<file path="src/rtl/sefp_pkg.sv">
// Shared types and constants of the STX/ETX frame checker.
// No dependencies; every other file of the block but sefp_if imports this package.
package sefp_pkg;

    // Frame delimiters and signature bytes.
    localparam logic [7:0] STX_BYTE      = 8'h02;
    localparam logic [7:0] SIG_BYTE      = 8'hAA;
    localparam logic [7:0] SIG_SHORT     = 8'hAB;
    localparam logic [7:0] ETX_BYTE      = 8'h03;

    // Layout geometry.
    localparam logic [7:0] METADATA_BYTES = 8'd10;
    localparam logic [4:0] OFFSET_LONG   = 5'd16;
    localparam logic [4:0] OFFSET_SHORT  = 5'd6;
    localparam int unsigned CK_BASE_LONG  = 16;
    localparam int unsigned CK_BASE_SHORT = 6;
    localparam int unsigned MIN_LAST_POS  = 7;

    // Layout codes reported with a verdict.
    localparam logic [1:0] LAYOUT_SHORT      = 2'd0;
    localparam logic [1:0] LAYOUT_LEN_DATA   = 2'd1;
    localparam logic [1:0] LAYOUT_LEN_TOTAL  = 2'd2;

    // One received byte as held in the input register.
    typedef struct packed {
        logic [7:0] rx_byte;
        logic       is_last;
    } in_item_t;

    // One verdict.
    typedef struct packed {
        logic        frame_ok;
        logic [1:0]  layout;
        logic [15:0] frame_id;
        logic [4:0]  data_offset;
        logic [7:0]  data_length;
    } result_t;

endpackage

</file>
<file path="src/rtl/sefp_if.sv">
// Valid/ready channel interfaces of the STX/ETX frame checker.
// Stand-alone; carries the byte stream in and the verdicts out.
interface sefp_in_if;
    logic       valid;
    logic       ready;
    logic [7:0] rx_byte;
    logic       is_last;

    modport source (output valid, output rx_byte, output is_last, input ready);
    modport sink   (input valid, input rx_byte, input is_last, output ready);
endinterface

interface sefp_out_if;
    logic        valid;
    logic        ready;
    logic        frame_ok;
    logic [1:0]  layout;
    logic [15:0] frame_id;
    logic [4:0]  data_offset;
    logic [7:0]  data_length;

    modport source (output valid, output frame_ok, output layout, output frame_id,
                    output data_offset, output data_length, input ready);
    modport sink   (input valid, input frame_ok, input layout, input frame_id,
                    input data_offset, input data_length, output ready);
endinterface

</file>
<file path="src/rtl/stx_etx_frame_parser_top.sv">
// Top level of the STX/ETX frame checker with XOR checksum.
// Depends on sefp_pkg, sefp_if, sefp_in_reg, sefp_core and sefp_out_reg.
//
// Usage: the received buffer streams in on rx, one byte per item, with
// is_last set on its final byte. Each buffer gives exactly one verdict on
// the verdict channel: frame_ok, the layout code, the 16-bit id, and the
// data offset and length (all zero when the frame fails).
//
// Timing: an accepted byte sits in the input register and is folded into
// the frame state as it moves on; for a last byte the verdict is loaded
// into the result register, raising verdict.valid, at that same edge. One
// byte per cycle is sustained while no last byte waits on a verdict, set by
// the single compare-and-XOR step between the input and state registers.
//
// Stall: while a verdict waits, bytes that do not end a buffer keep flowing;
// a last byte waits in the input register until the verdict is taken, and
// rx holds ready low meanwhile.
// Reset: rst_n clears both channel registers and the frame state. The
// position counter saturates at POSITION_LIMIT, which must stay at least
// 273 so every check position lies below it.
module stx_etx_frame_parser_top #(
    parameter int unsigned POSITION_LIMIT = 511
) (
    input  logic        clk,
    input  logic        rst_n,
    sefp_in_if.sink     rx,
    sefp_out_if.source  verdict
);
    import sefp_pkg::*;

    logic     item_valid;
    in_item_t item;
    logic     out_busy;
    logic     fire;
    result_t  result;

    // A byte moves on unless it ends a buffer and the verdict slot is full.
    assign fire = item_valid && !(item.is_last && out_busy);

    sefp_in_reg u_in_reg (
        .clk        (clk),
        .rst_n      (rst_n),
        .rx         (rx),
        .advance    (fire),
        .item_valid (item_valid),
        .item       (item)
    );

    sefp_core #(
        .POSITION_LIMIT (POSITION_LIMIT)
    ) u_core (
        .clk    (clk),
        .rst_n  (rst_n),
        .fire   (fire),
        .item   (item),
        .result (result)
    );

    sefp_out_reg u_out_reg (
        .clk     (clk),
        .rst_n   (rst_n),
        .load    (fire && item.is_last),
        .result  (result),
        .busy    (out_busy),
        .verdict (verdict)
    );
endmodule

</file>
<file path="src/rtl/sefp_in_reg.sv">
// Input register of the frame checker: takes bytes from the receive channel.
// Depends on sefp_pkg and sefp_in_if.
module sefp_in_reg (
    input  logic              clk,
    input  logic              rst_n,
    sefp_in_if.sink           rx,
    input  logic              advance,
    output logic              item_valid,
    output sefp_pkg::in_item_t item
);
    import sefp_pkg::*;

    logic     valid_reg;
    logic     valid_next;
    in_item_t item_reg;
    logic     take;

    // The register frees up in the same cycle its item moves on.
    assign rx.ready   = !valid_reg || advance;
    assign take       = rx.valid && rx.ready;
    assign valid_next = take ? 1'b1 : (advance ? 1'b0 : valid_reg);

    always_ff @(posedge clk or negedge rst_n)
    begin
        if (!rst_n)
        begin
            valid_reg <= 1'b0;
        end
        else
        begin
            valid_reg <= valid_next;
        end
    end

    always_ff @(posedge clk)
    begin
        if (take)
        begin
            item_reg.rx_byte <= rx.rx_byte;
            item_reg.is_last <= rx.is_last;
        end
    end

    assign item_valid = valid_reg;
    assign item       = item_reg;
endmodule

</file>
<file path="src/rtl/sefp_core.sv">
// Frame state and verdict logic: position counter, running XOR, header
// fields and checksum/ETX flags for both length readings. Depends on sefp_pkg.
module sefp_core #(
    parameter int unsigned POSITION_LIMIT = 511
) (
    input  logic               clk,
    input  logic               rst_n,
    input  logic               fire,
    input  sefp_pkg::in_item_t item,
    output sefp_pkg::result_t  result
);
    import sefp_pkg::*;

    localparam int unsigned PosW = $clog2(POSITION_LIMIT + 1);
    localparam logic [PosW-1:0] PosMax = PosW'(POSITION_LIMIT);

    logic [PosW-1:0] pos_reg, pos_next;
    logic [7:0]      xor_reg, xor_next;
    logic            long_reg, long_next;
    logic [7:0]      len_reg, len_next;
    logic [15:0]     id_reg, id_next;
    logic            hdr_reg, hdr_next;
    logic            cka_reg, cka_next;
    logic            enda_reg, enda_next;
    logic            ckb_reg, ckb_next;
    logic            endb_reg, endb_next;

    logic [7:0]      b;
    logic [PosW-1:0] ck_a;
    logic [PosW-1:0] ck_b;

    assign b    = item.rx_byte;
    assign ck_a = PosW'(CK_BASE_LONG) + PosW'(len_reg);
    assign ck_b = PosW'(CK_BASE_SHORT) + PosW'(len_reg);

    // Per-byte update of the frame state.
    always_comb
    begin
        hdr_next  = hdr_reg;
        long_next = long_reg;
        len_next  = len_reg;
        id_next   = id_reg;
        cka_next  = cka_reg;
        enda_next = enda_reg;
        ckb_next  = ckb_reg;
        endb_next = endb_reg;

        if (pos_reg == PosW'(0))
        begin
            if (b != STX_BYTE) hdr_next = 1'b0;
        end
        else if (pos_reg == PosW'(1))
        begin
            if (b != SIG_BYTE) hdr_next = 1'b0;
        end
        else if (pos_reg == PosW'(2))
        begin
            if (b == SIG_BYTE) long_next = 1'b1;
            else if (b != SIG_SHORT) hdr_next = 1'b0;
        end
        else if (pos_reg == PosW'(3))
        begin
            len_next = b;
        end
        else if (pos_reg == PosW'(4))
        begin
            id_next = {id_reg[15:8], b};
        end
        else if (pos_reg == PosW'(5))
        begin
            id_next = {b, id_reg[7:0]};
        end
        else
        begin
            if (pos_reg == ck_a && b == xor_reg) cka_next = 1'b1;
            if (pos_reg == ck_a + PosW'(1) && b == ETX_BYTE) enda_next = 1'b1;
            if (pos_reg == ck_b && b == xor_reg) ckb_next = 1'b1;
            if (pos_reg == ck_b + PosW'(1) && b == ETX_BYTE) endb_next = 1'b1;
        end

        // The STX byte is not part of the checksum.
        xor_next = (pos_reg != PosW'(0)) ? (xor_reg ^ b) : xor_reg;
        pos_next = (pos_reg < PosMax) ? (pos_reg + PosW'(1)) : pos_reg;
    end

    // Verdict, taken from the state as it stands after this byte.
    always_comb
    begin
        result = '0;
        if (pos_reg >= PosW'(MIN_LAST_POS) && hdr_next)
        begin
            if (!long_next)
            begin
                if (ckb_next && endb_next)
                begin
                    result.frame_ok    = 1'b1;
                    result.layout      = LAYOUT_SHORT;
                    result.data_offset = OFFSET_SHORT;
                    result.data_length = len_next;
                end
            end
            else if (cka_next && enda_next)
            begin
                result.frame_ok    = 1'b1;
                result.layout      = LAYOUT_LEN_DATA;
                result.data_offset = OFFSET_LONG;
                result.data_length = len_next;
            end
            else if (ckb_next && endb_next && len_next >= METADATA_BYTES)
            begin
                result.frame_ok    = 1'b1;
                result.layout      = LAYOUT_LEN_TOTAL;
                result.data_offset = OFFSET_LONG;
                result.data_length = len_next - METADATA_BYTES;
            end
            if (result.frame_ok) result.frame_id = id_next;
        end
    end

    always_ff @(posedge clk or negedge rst_n)
    begin
        if (!rst_n)
        begin
            pos_reg  <= '0;
            xor_reg  <= '0;
            long_reg <= 1'b0;
            len_reg  <= '0;
            id_reg   <= '0;
            hdr_reg  <= 1'b1;
            cka_reg  <= 1'b0;
            enda_reg <= 1'b0;
            ckb_reg  <= 1'b0;
            endb_reg <= 1'b0;
        end
        else if (fire)
        begin
            if (item.is_last)
            begin
                // A verdict ends the buffer; the next byte starts a new one.
                pos_reg  <= '0;
                xor_reg  <= '0;
                long_reg <= 1'b0;
                len_reg  <= '0;
                id_reg   <= '0;
                hdr_reg  <= 1'b1;
                cka_reg  <= 1'b0;
                enda_reg <= 1'b0;
                ckb_reg  <= 1'b0;
                endb_reg <= 1'b0;
            end
            else
            begin
                pos_reg  <= pos_next;
                xor_reg  <= xor_next;
                long_reg <= long_next;
                len_reg  <= len_next;
                id_reg   <= id_next;
                hdr_reg  <= hdr_next;
                cka_reg  <= cka_next;
                enda_reg <= enda_next;
                ckb_reg  <= ckb_next;
                endb_reg <= endb_next;
            end
        end
    end
endmodule

</file>
<file path="src/rtl/sefp_out_reg.sv">
// Result register of the frame checker: holds one verdict until taken.
// Depends on sefp_pkg and sefp_out_if.
module sefp_out_reg (
    input  logic              clk,
    input  logic              rst_n,
    input  logic              load,
    input  sefp_pkg::result_t result,
    output logic              busy,
    sefp_out_if.source        verdict
);
    import sefp_pkg::*;

    logic    valid_reg;
    logic    valid_next;
    result_t data_reg;

    // Busy means a held verdict will not leave this cycle.
    assign busy       = valid_reg && !verdict.ready;
    assign valid_next = load ? 1'b1 : (verdict.ready ? 1'b0 : valid_reg);

    always_ff @(posedge clk or negedge rst_n)
    begin
        if (!rst_n)
        begin
            valid_reg <= 1'b0;
        end
        else
        begin
            valid_reg <= valid_next;
        end
    end

    always_ff @(posedge clk)
    begin
        if (load)
        begin
            data_reg <= result;
        end
    end

    assign verdict.valid       = valid_reg;
    assign verdict.frame_ok    = data_reg.frame_ok;
    assign verdict.layout      = data_reg.layout;
    assign verdict.frame_id    = data_reg.frame_id;
    assign verdict.data_offset = data_reg.data_offset;
    assign verdict.data_length = data_reg.data_length;
endmodule

</file>
<file path="src/flat_wrapper.sv">
// flat-port wrapper written by rule: the top's interface ports become plain ports
module stx_etx_frame_parser_top_flat import sefp_pkg::*;
#(
    parameter int unsigned POSITION_LIMIT = 511
)
  (clk, rst_n, rx_valid, rx_rx_byte, rx_is_last, rx_ready, verdict_valid, verdict_frame_ok, verdict_layout, verdict_frame_id, verdict_data_offset, verdict_data_length, verdict_ready);
  sefp_in_if rx_i ();
  sefp_out_if verdict_i ();
  input  logic clk;
  input  logic rst_n;
  input wire logic [$bits(rx_i.valid)-1:0] rx_valid;
  input wire logic [$bits(rx_i.rx_byte)-1:0] rx_rx_byte;
  input wire logic [$bits(rx_i.is_last)-1:0] rx_is_last;
  output wire logic [$bits(rx_i.ready)-1:0] rx_ready;
  output wire logic [$bits(verdict_i.valid)-1:0] verdict_valid;
  output wire logic [$bits(verdict_i.frame_ok)-1:0] verdict_frame_ok;
  output wire logic [$bits(verdict_i.layout)-1:0] verdict_layout;
  output wire logic [$bits(verdict_i.frame_id)-1:0] verdict_frame_id;
  output wire logic [$bits(verdict_i.data_offset)-1:0] verdict_data_offset;
  output wire logic [$bits(verdict_i.data_length)-1:0] verdict_data_length;
  input wire logic [$bits(verdict_i.ready)-1:0] verdict_ready;
  assign rx_i.valid = rx_valid;
  assign rx_i.rx_byte = rx_rx_byte;
  assign rx_i.is_last = rx_is_last;
  assign rx_ready = rx_i.ready;
  assign verdict_valid = verdict_i.valid;
  assign verdict_frame_ok = verdict_i.frame_ok;
  assign verdict_layout = verdict_i.layout;
  assign verdict_frame_id = verdict_i.frame_id;
  assign verdict_data_offset = verdict_i.data_offset;
  assign verdict_data_length = verdict_i.data_length;
  assign verdict_i.ready = verdict_ready;
  stx_etx_frame_parser_top #(.POSITION_LIMIT(POSITION_LIMIT)) u_core (.clk(clk), .rst_n(rst_n), .rx(rx_i), .verdict(verdict_i));
endmodule
</file>
<file path="config.mk">
export PLATFORM = sky130hd
export DESIGN_NAME = stx_etx_frame_parser_top_flat
export DESIGN_NICKNAME = d
export VERILOG_FILES = /design/src/rtl/sefp_pkg.sv /design/src/rtl/sefp_if.sv /design/src/rtl/stx_etx_frame_parser_top.sv /design/src/rtl/sefp_in_reg.sv /design/src/rtl/sefp_core.sv /design/src/rtl/sefp_out_reg.sv /design/src/flat_wrapper.sv
export SDC_FILE = /design/constraint.sdc
export NUM_CORES = 1
export LEC_CHECK = 0
export BUFFER_PORTS_ARGS = -buffer_cell sky130_fd_sc_hd__buf_2
export CAP_MARGIN = 10
export CORE_ASPECT_RATIO = 0.75
export CORE_MARGIN = 8
export CORE_UTILIZATION = 50
export CTS_CLUSTER_DIAMETER = 150
export DETAILED_ROUTE_END_ITERATION = 10
export PLACE_DENSITY = 0.75
export SYNTH_ARGS = -nofsm -noshare
export SYNTH_HDL_FRONTEND = slang
export SYNTH_SLANG_ARGS = --single-unit
</file>
<file path="constraint.sdc">
create_clock -name clk -period 4.4 [get_ports clk]
set_clock_uncertainty 0.1 [all_clocks]
set_input_delay 0.88 -clock clk [delete_from_list [all_inputs] [get_ports clk]]
set_output_delay 0.88 -clock clk [all_outputs]
set_load 0.005 [all_outputs]
</file>
# After elaboration in Yosys (flattened, before gate mapping)
# Cells that the tools add are included.
[classes]
multipliers = 0
add_sub_neg = 6
order_cmp = 3
n_mux = 74
n_eq_ne = 15
reduce_logical = 26
n_shift = 0
div_mod_pow = 0
n_bitwise = 1
[ops]
columns = ["operator", "count"]
rows = [
  ["2-to-1 mux 16 bit", 7],
  ["2-to-1 mux 8 bit", 7],
  ["2-to-1 mux 1 bit", 49],
  ["2-to-1 mux 13 bit", 3],
  ["equality test 9 bit", 4],
  ["adder 9 x 1 -> 9 bit (second input constant)", 3],
  ["equality test 9 x 2 -> 1 bit (second input constant)", 2],
  ["equality test 9 x 3 -> 1 bit (second input constant)", 2],
  ["2-to-1 mux 9 bit", 2],
  ["inequality test 8 bit (second input constant)", 2],
  ["2-to-1 mux 3 bit", 5],
  ["logical AND 1 bit", 13],
  ["2-to-1 mux 11 bit", 1],
  ["adder 3 x 8 -> 9 bit (first input constant)", 1],
  ["adder 5 x 8 -> 9 bit (first input constant)", 1],
  ["equality test 9 x 1 -> 1 bit (second input constant)", 1],
  ["greater-or-equal comparator 9 x 3 -> 1 bit (second input constant)", 1],
  ["logical NOT 9 bit", 1],
  ["< comparator 9 bit (second input constant)", 1],
  ["nonzero test 9 bit", 1],
  ["equality test 8 x 2 -> 1 bit (second input constant)", 1],
  ["equality test 8 bit", 1],
  ["equality test 8 bit (second input constant)", 1],
  ["greater-or-equal comparator 8 x 4 -> 1 bit (second input constant)", 1],
  ["other kinds (7)", 14],
]
[word_totals]
memories = 0
romBits = 0
ram_bits = 0
latch_bits = 0
out_inout_bits = 34
regBits = 90

# Longest topological paths before layout
# Gate-level depths: netlist of the first run.
[depth]
word_depth = 18
depth_mapped = 14
depth_no_buf = 12

# Hierarchy
# A second synthesis of the first run with hierarchy kept.
[hier_totals]
hier_cells = 566
area_unflattened_um2 = 5366.4
[modules_own_cells]
columns = ["mod", "n_inst", "cells_per_inst", "area_each_um2", "seq_area_each_um2"]
rows = [
  ["sefp_core", 1, 516, 4020.1, 1177.4],
  ["sefp_out_reg", 1, 35, 1006.0, 985.9],
  ["sefp_in_reg", 1, 13, 324.1, 295.3],
  ["stx_etx_frame_parser_top", 1, 2, 16.3, 0.0],
]

# Worst setup path before layout of the first run
# No wires, ideal clock.
[synth_path]
path_kind = "reg2reg"
start = "reg u_core.u_core.pos_reg[1]"
end = "reg u_core.u_out_reg.data_reg (netlist bit u_core.u_out_reg.verdict.data_length[7]) (data pin)"
path_stages_with_launch = 14
arrival_ns = 3.041
slack_ns = 0.995
setup_time_ns = 0.264
n_path_buf = 3
cell_sequence = "dfrtp_1 > inv_1 > ha_1 > clkbuf_1 > nor4b_1 > and4b_1 > buf_2 > buf_1 > mux2i_1 > ha_1 > o21ai_0 > nor3b_1 > xor2_1 > o22ai_1"
[synth_via]
elab_chain_len = 14
[synth_lines]
columns = ["element", "line_no", "rtl"]
rows = [
  ["from (decl)", "sefp_core.sv:17", "logic [PosW-1:0] pos_reg, pos_next;"],
  ["from (signal assigned)", "sefp_core.sv:153", "pos_reg <= pos_next;"],
  ["parallel branches: the longest is 14 deep, another holds greater-or-equal comparator 8 x 4 -> 1 bit", "-", ""],
  ["to (signal assigned)", "sefp_out_reg.sv:37", "data_reg <= result;"],
  ["to (decl)", "sefp_out_reg.sv:15", "result_t data_reg;"],
]
# Parallel ways; which one is timed is not known.
# A chain may end at the register's enable or synchronous reset.

# Worst setup path after layout of the first run
[layout_path]
start = "reg u_core.u_core.pos_reg[1]"
end = "reg u_core.u_out_reg.data_reg (netlist bit u_core.u_out_reg.verdict.frame_id[2]) (data pin)"
[layout_via]
elab_chain_len = 16
[layout_lines]
columns = ["element"]
rows = [
  ["parallel branches: the longest is 16 deep, another holds greater-or-equal comparator 8 x 4 -> 1 bit"],
]
# Parallel ways; which one is timed is not known. The select of a mux whose other input is x is not followed.

==> flow_metrics.tcl, run 1 <==
set metrics [dict create \
    status "finished clean" \
    place_congestion 0.914 \
    finalHoldViolations 0 \
    tightest_slew_ns 0.835 \
    finalSetupViolCount 0 \
    initial_core_util_pct 51.4 \
    drc_errors 0 \
    grt_antenna_before_repair 0 \
    hold_class "flop to flop" \
    cap_violations 0 \
    path_class "flop to flop" \
    drtPass1Iterations 5 \
    grt_util_all_layers_pct 18.8 \
    fin_setup_tns_ns 0 \
    port_buffers 44 \
    synthFlopType "dfrtp_1" \
    grt_overflow 0 \
    syn-cell-area_mm2 0.00529 \
    grt_pass1_wl_um 21600 \
    endpoint_kind "flop" \
    ctsRootBufferMaster "clkbuf_16" \
    fillerInstances 859 \
    min_to "u_core.u_core.hdr_reg$_DFFE_PN1P_" \
    first_global_vias 4268 \
    p_leak_uw 0.00235 \
    drt-initial-drc-count 432 \
    fin_crit_sh_pct 86.9 \
    post-cts-setup-buffers 0 \
    grt_max_degree 50 \
    fmax_mhz 261 \
    die_w_um 135 \
    antenna_cells 0 \
    dieArea_mm2 0.0142 \
    die_h_um 105 \
    synth_top_cell_area_share_pct 22.7 \
    clock_sinks 87 \
    slew_viol_final 0 \
    place_inst 696 \
    power.density_mw_per_mm2 393 \
    routed_wl_um 12900 \
    relSlewSlack_pct 44.3 \
    final_nets 595 \
    num_rows 32 \
    path_clk_slew_ns 0.06 \
    min_path_cells 2 \
    grt_setup_unrepaired "no" \
    yosysWarnings 0 \
    timing.rr.start "u_core.u_core.pos_reg[1]$_DFFE_PN0P_" \
    required_ns 4.37 \
    ys_types 72 \
    min-delay-start "u_core.u_core.hdr_reg$_DFFE_PN1P_" \
    clock_path_buffers 2 \
    regToRegEndpoint "u_core.u_out_reg.verdict.frame_id[2]$_SDFFCE_PN0P_" \
    post_layout_nonfiller_instances 712 \
    postSynthCellCount 543 \
    layout-drive-gt1-share_pct 16.8 \
    cts_max_level 3 \
    yosys-top-cells-area "dfrtp_1 23%, edfxtp_1 22%, xnor2_1 6.0%, o21ai_0 4.7%, mux2i_1 4.4%" \
    wl_per_cell_um 18.1 \
    r2r_setup_slack_ns 0.58 \
    viasPerCell 6.08 \
    drtAntennaViolNets 0 \
    arrival_ns 3.80 \
    clock_latency_ns 0.35 \
    numCtsBuffers 9 \
    synth-async-reset-ratio_pct 56.3 \
    syn_area_per_cell_um2 9.74 \
    reg2reg_depth 10 \
    synth_top_area_cell "dfrtp_1" \
    vias 4329 \
    num_io_pins 47 \
    cts.hold.buffers_added 0 \
    place.detailed.hpwl_um 9170 \
    ys_seq_area_share_pct 44.8 \
    syn_to_final_growth_pct 10.9 \
    crit_path_max_fanout 18 \
    ir_worst_vdd_mv 0.329 \
    cp-start-kind "flop" \
    synth_edf_count 38 \
    synth-seq-cells 87 \
    core_mm2 0.0103 \
    layout_min_cycle_time_ns 3.82 \
    cts_tree "done" \
    cts_resized 0 \
]
==> placed cells by master, fill, tap and decap left out, drive strengths merged, types with 8 or more instances in the layout <==
cell type / netlist / routed
a21oi: 14 / 14
a22oi: 16 / 16
buf: 17 / 53
clkbuf: 20 / 10
dfrtp: 48 / 48
edfxtp: 38 / 38
ha: 11 / 11
inv: 19 / 21
mux2i: 23 / 23
nand2: 47 / 47
nand3: 19 / 19
nand4: 8 / 8
nor2: 52 / 52
nor3: 9 / 9
o21ai: 53 / 53
o22ai: 8 / 8
xnor2: 36 / 36
==> kinds of logic after synthesis <==
logic type | Yosys count | share of synthesized area (%)
adders and majority gates | 11 | 2.60
DFF | 87 | 44.8
AOI/OAI and AO/OA | 132 | 17.0
xor gates and xnor gates | 43 | 7.12
muxes | 25 | 4.78
and+or+nand+nor | 187 | 18.8
buffers and inverters | 57 | 4.87
other | 1 | 0.0709
==> how the worst max path moves through the flow <==
stage	from	endpoint	depth (start not counted)
6_report	u_core.u_core.pos_reg[1]$_DFFE_PN0P_	u_core.u_out_reg.verdict.frame_id[2]$_SDFFCE_PN0P_	10
3_3_place_gp	u_core.u_core.pos_reg[1]$_DFFE_PN0P_	u_core.u_out_reg.verdict.frame_id[5]$_SDFFCE_PN0P_	10
4_1_cts	u_core.u_core.pos_reg[1]$_DFFE_PN0P_	u_core.u_out_reg.verdict.frame_id[2]$_SDFFCE_PN0P_	10
5_1_grt	u_core.u_core.pos_reg[1]$_DFFE_PN0P_	u_core.u_out_reg.verdict.data_length[0]$_SDFFCE_PN0P_	11
3_5_place_dp	u_core.u_core.pos_reg[1]$_DFFE_PN0P_	u_core.u_out_reg.verdict.frame_id[2]$_SDFFCE_PN0P_	10
2_1_floorplan	u_core.u_core.pos_reg[1]$_DFFE_PN0P_	u_core.u_out_reg.verdict.data_length[7]$_SDFFCE_PN0P_	13
==> cells in the mapped netlist (all sizes together) (4+ instances only) <==
cell    instances
ha             11
o211ai          4
nor2           52
o31ai           6
nand3          19
a31oi           5
dfrtp          48
inv            19
and2            5
or4             4
nand4b          5
a22oi          16
nand4           8
nor3b           4
o21a            4
a21oi          14
clkbuf         20
xor2            7
nor2b           6
o22ai           8
xnor2          36
nor4b           5
o21ai          53
edfxtp         38
nor3            9
nand2b          7
mux2i          23
buf            17
and3            5
nand2          47
==> metal layers <==
layer / wire, um / track usage [%] / part of all wire [%] / up-vias
met5: 0 / 0 / 0 / -
met4: 278 / 7.43 / 2.2 / 0
met3: 1280 / 5.74 / 9.9 / 28
met2: 5530 / 27.4 / 43 / 214
met1: 5780 / 25.5 / 45 / 2071
li1: - / - / - / 2016
==> area by class of cell <==
type	instances	area [um^2]	area share, %
Tap cell	136	170	2.90
Timing Repair Buffer	53	288	4.91
Inverter	20	76.3	1.30
Sequential cell	87	2370	40.4
Clock buffer	10	229	3.90
Clock inverter	6	67.6	1.15
Multi-Input combinational cell	400	2670	45.5
==> worst max-delay path, stage by stage (launching register included) <==
cell and delay [ns]:
dfrtp_1 0.50, inv_1 0.12, ha_1 0.31, nor4b_1 0.45, and4b_1 0.47, mux2i_1 0.35
o21ai_0 0.30, inv_1 0.18, o31ai_4 0.09, a21oi_4 0.54, nor2_1 0.12
==> per-stage QoR <==
stage	area, um^2	setup WS [ns]	utilization [%]	total power [uW]	hold slack [ns]
2_1_floorplan	5290	0.995	-	1400	0.337
3_3_place_gp	5570	0.834	54.1	1510	0.352
3_5_place_dp	5570	0.686	54.1	1540	0.363
4_1_cts	5870	0.641	57.0	2310	0.373
5_1_grt	5870	0.302	57.0	2410	0.404
6_report	5870	0.575	57.0	2310	0.377
==> report_power, final <==
group	switching, uW	internal, uW
logic	265	198
clock network	328	443
registers	114	960
(Power assumes the default switching activity.)
==> run 2, diff against run 1 <==
--- a/config.mk
+++ b/config.mk
@@ -5,6 +5,7 @@
 export SDC_FILE = /design/constraint.sdc
 export NUM_CORES = 1
 export LEC_CHECK = 0
+export ABC_AREA = 1
 export BUFFER_PORTS_ARGS = -buffer_cell sky130_fd_sc_hd__buf_2
 export CAP_MARGIN = 10
 export CORE_ASPECT_RATIO = 0.75
@@ -13,6 +14,7 @@
 export CTS_CLUSTER_DIAMETER = 150
 export DETAILED_ROUTE_END_ITERATION = 10
 export PLACE_DENSITY = 0.75
+export SKIP_LAST_GASP = 1
 export SYNTH_ARGS = -nofsm -noshare
 export SYNTH_HDL_FRONTEND = slang
 export SYNTH_SLANG_ARGS = --single-unit
==> flow_metrics.tcl, run 2 <==
set metrics [dict create \
    relSlewSlack_pct 26.2 \
    hold_ws_ns 0.389 \
    drc_errors 0 \
    hold_class "flop to flop" \
    arrival_ns 3.14 \
    grt_antenna_before_repair 0 \
    synthFlopType "dfrtp_1" \
    first_global_vias 4423 \
    synth_edf_count 38 \
    p_int_uw 1590 \
    die_h_um 105 \
    p_seq_share_pct 42.6 \
    crit_path_max_fanout 20 \
    finalHoldViolations 0 \
    layout-drive-gt1-share_pct 13.6 \
    fin_setup_tns_ns 0 \
    post-cts-setup-buffers 0 \
    synth_top_cell_area_share_pct 22.9 \
    ys_types 40 \
    cts.hold.buffers_added 0 \
    num_io_pins 47 \
    port_buffers 44 \
    fmax_mhz 318 \
    clock_path_buffers 2 \
    core_mm2 0.0102 \
    drtPass1Iterations 5 \
    viasPerCell 5.47 \
    ir_worst_vdd_mv 0.326 \
    synth_top_area_cell "dfrtp_1" \
    clock_latency_ns 0.35 \
    die_w_um 134 \
    syn-cell-area_mm2 0.00526 \
    ys_top_cells_by_count "210 x nand2_1, 82 x inv_1, 55 x nor2_1" \
    grt_overflow 0 \
    ctsRootBufferMaster "clkbuf_16" \
    syn_area_per_cell_um2 7.74 \
    synth-async-reset-ratio_pct 56.3 \
    place.detailed.hpwl_um 9800 \
    cts_max_level 3 \
    drt-initial-drc-count 429 \
    initial_core_util_pct 51.3 \
    path_clk_slew_ns 0.06 \
    fin_crit_sh_pct 71.5 \
    antenna_cells 0 \
    grt_setup_unrepaired "no" \
    grt_util_all_layers_pct 18.9 \
    vias 4728 \
    wl_per_cell_um 15.0 \
    yosysWarnings 0 \
    final_cell_mix "210 x nand2_1, 82 x inv_1, 55 x nor2_1, 48 x dfrtp_1, 46 x nand3_1" \
    slew_viol_final 0 \
    numCtsBuffers 9 \
    p_switching_uw 794 \
    required_ns 4.39 \
    grt_pass1_wl_um 21500 \
    cts_tree "done" \
    power.density_mw_per_mm2 404 \
    placed_area_mm2 0.00558 \
    final_cell_area_mm2 0.00590 \
    path_class "flop to flop" \
    status "finished clean" \
    cap_violations 0 \
    layout_min_cycle_time_ns 3.14 \
    cp-start-kind "flop" \
    grt_max_degree 50 \
    cts_resized 0 \
    place_congestion 0.997 \
    num_rows 32 \
    layout_commonest_cell "nand2_1" \
    p_leak_uw 0.00281 \
    endpoint_kind "flop" \
    switching_share_pct 33.3 \
    pwr-share-clk_pct 31.8 \
    post-synth-top-count-cell "nand2_1" \
    synth-seq-cells 87 \
    yosys-top-cells-area "dfrtp_1 23%, edfxtp_1 22%, nand2_1 15%, inv_1 5.9%, nand3_1 4.4%" \
    clock_sinks 87 \
    tightest_slew_ns 1.11 \
    postSynthCellCount 679 \
    final_nets 747 \
    p_comb_share_pct 25.6 \
    ys_seq_area_share_pct 45.1 \
    drtAntennaViolNets 0 \
    finalSetupViolCount 0 \
    dieArea_mm2 0.0141 \
    syn_to_final_growth_pct 12.3 \
    routed_wl_um 13000 \
]
-- run 2: power by group through the flow --
stage	logic, uW	clock network [uW]	registers [uW]
after floorplan	459	0	1000
after global placement	577	0	1020
after detailed placement	598	0	1030
after CTS	601	766	1010
after global routing	695	795	1020
final	610	758	1010
-- run 2: final cells by class --
type	instances	area (um^2)
clock buffer	9	225
timing repair buffer	48	270
sequential	87	2370
fill	935	4350
multi-input combinational	494	2480
tap	136	170
inverter	83	312
clock inverter	7	71.3
-- run 2: per-layer routing --
metal | wire (um) | track usage (%) | up-vias
met5 | 0 | 0 | -
met4 | 165 | 5.20 | 0
met3 | 1230 | 5.22 | 24
met2 | 5680 | 28.4 | 207
met1 | 5900 | 26.0 | 2188
li1 | - | - | 2309
-- run 2: path summary, 6_finish.rpt --
path / startpoint / to / slack [ns] / cells past startpoint
worst max-delay path: u_core.u_core.pos_reg[1]$_DFFE_PN0P_ / u_core.u_out_reg.verdict.data_length[3]$_SDFFCE_PN0P_ / 1.26 / 18
worst min-delay path: u_core.u_core.id_reg[13]$_DFFE_PN0P_ / u_core.u_core.id_reg[13]$_DFFE_PN0P_ / 0.39 / 2
worst min register to register: u_core.u_core.id_reg[13]$_DFFE_PN0P_ / u_core.u_core.id_reg[13]$_DFFE_PN0P_ / 0.39 / 2
max in group asynchronous: rst_n / u_core.u_core.id_reg[6]$_DFFE_PN0P_ / 2.87 / 1
min in group asynchronous: rst_n / u_core.u_core.id_reg[12]$_DFFE_PN0P_ / 0.63 / 1
worst max register to register: u_core.u_core.pos_reg[1]$_DFFE_PN0P_ / u_core.u_out_reg.verdict.data_length[3]$_SDFFCE_PN0P_ / 1.26 / 18
-- run 2: cell families after synthesis --
family          synth area share [%]
buf+inv                         7.76
xor+xnor                        2.33
fa+ha+maj                       2.62
compound gates                  11.6
flops                           45.1
other cells                   0.0713
simple gates                    30.6
-- run 2: worst max-delay path, cell delays in order, from the launching register on --
cell and delay (ns):
dfrtp_1 0.47, inv_1 0.13, ha_1 0.15, inv_1 0.04
nor2_1 0.13, nand2_1 0.11, nor2_2 0.48, nor2_1 0.12
nand2_1 0.10, nor2_1 0.06, nand3_1 0.09, nor2_1 0.04
nand2_1 0.09, nand2_1 0.09, nand4_1 0.08, buf_4 0.28
inv_1 0.18, nand2_1 0.09, nand2_1 0.06
-- run 2: metrics by stage --
stage	std cells	setup slack [ns]	util [%]	total power, uW
global route	864	0.958	57.6	2510
finish	864	1.26	57.6	2380
detailed placement	847	1.11	54.4	1620
CTS	863	1.29	57.3	2380
global placement	847	1.21	54.4	1600
floorplan	680	1.85	-	1460
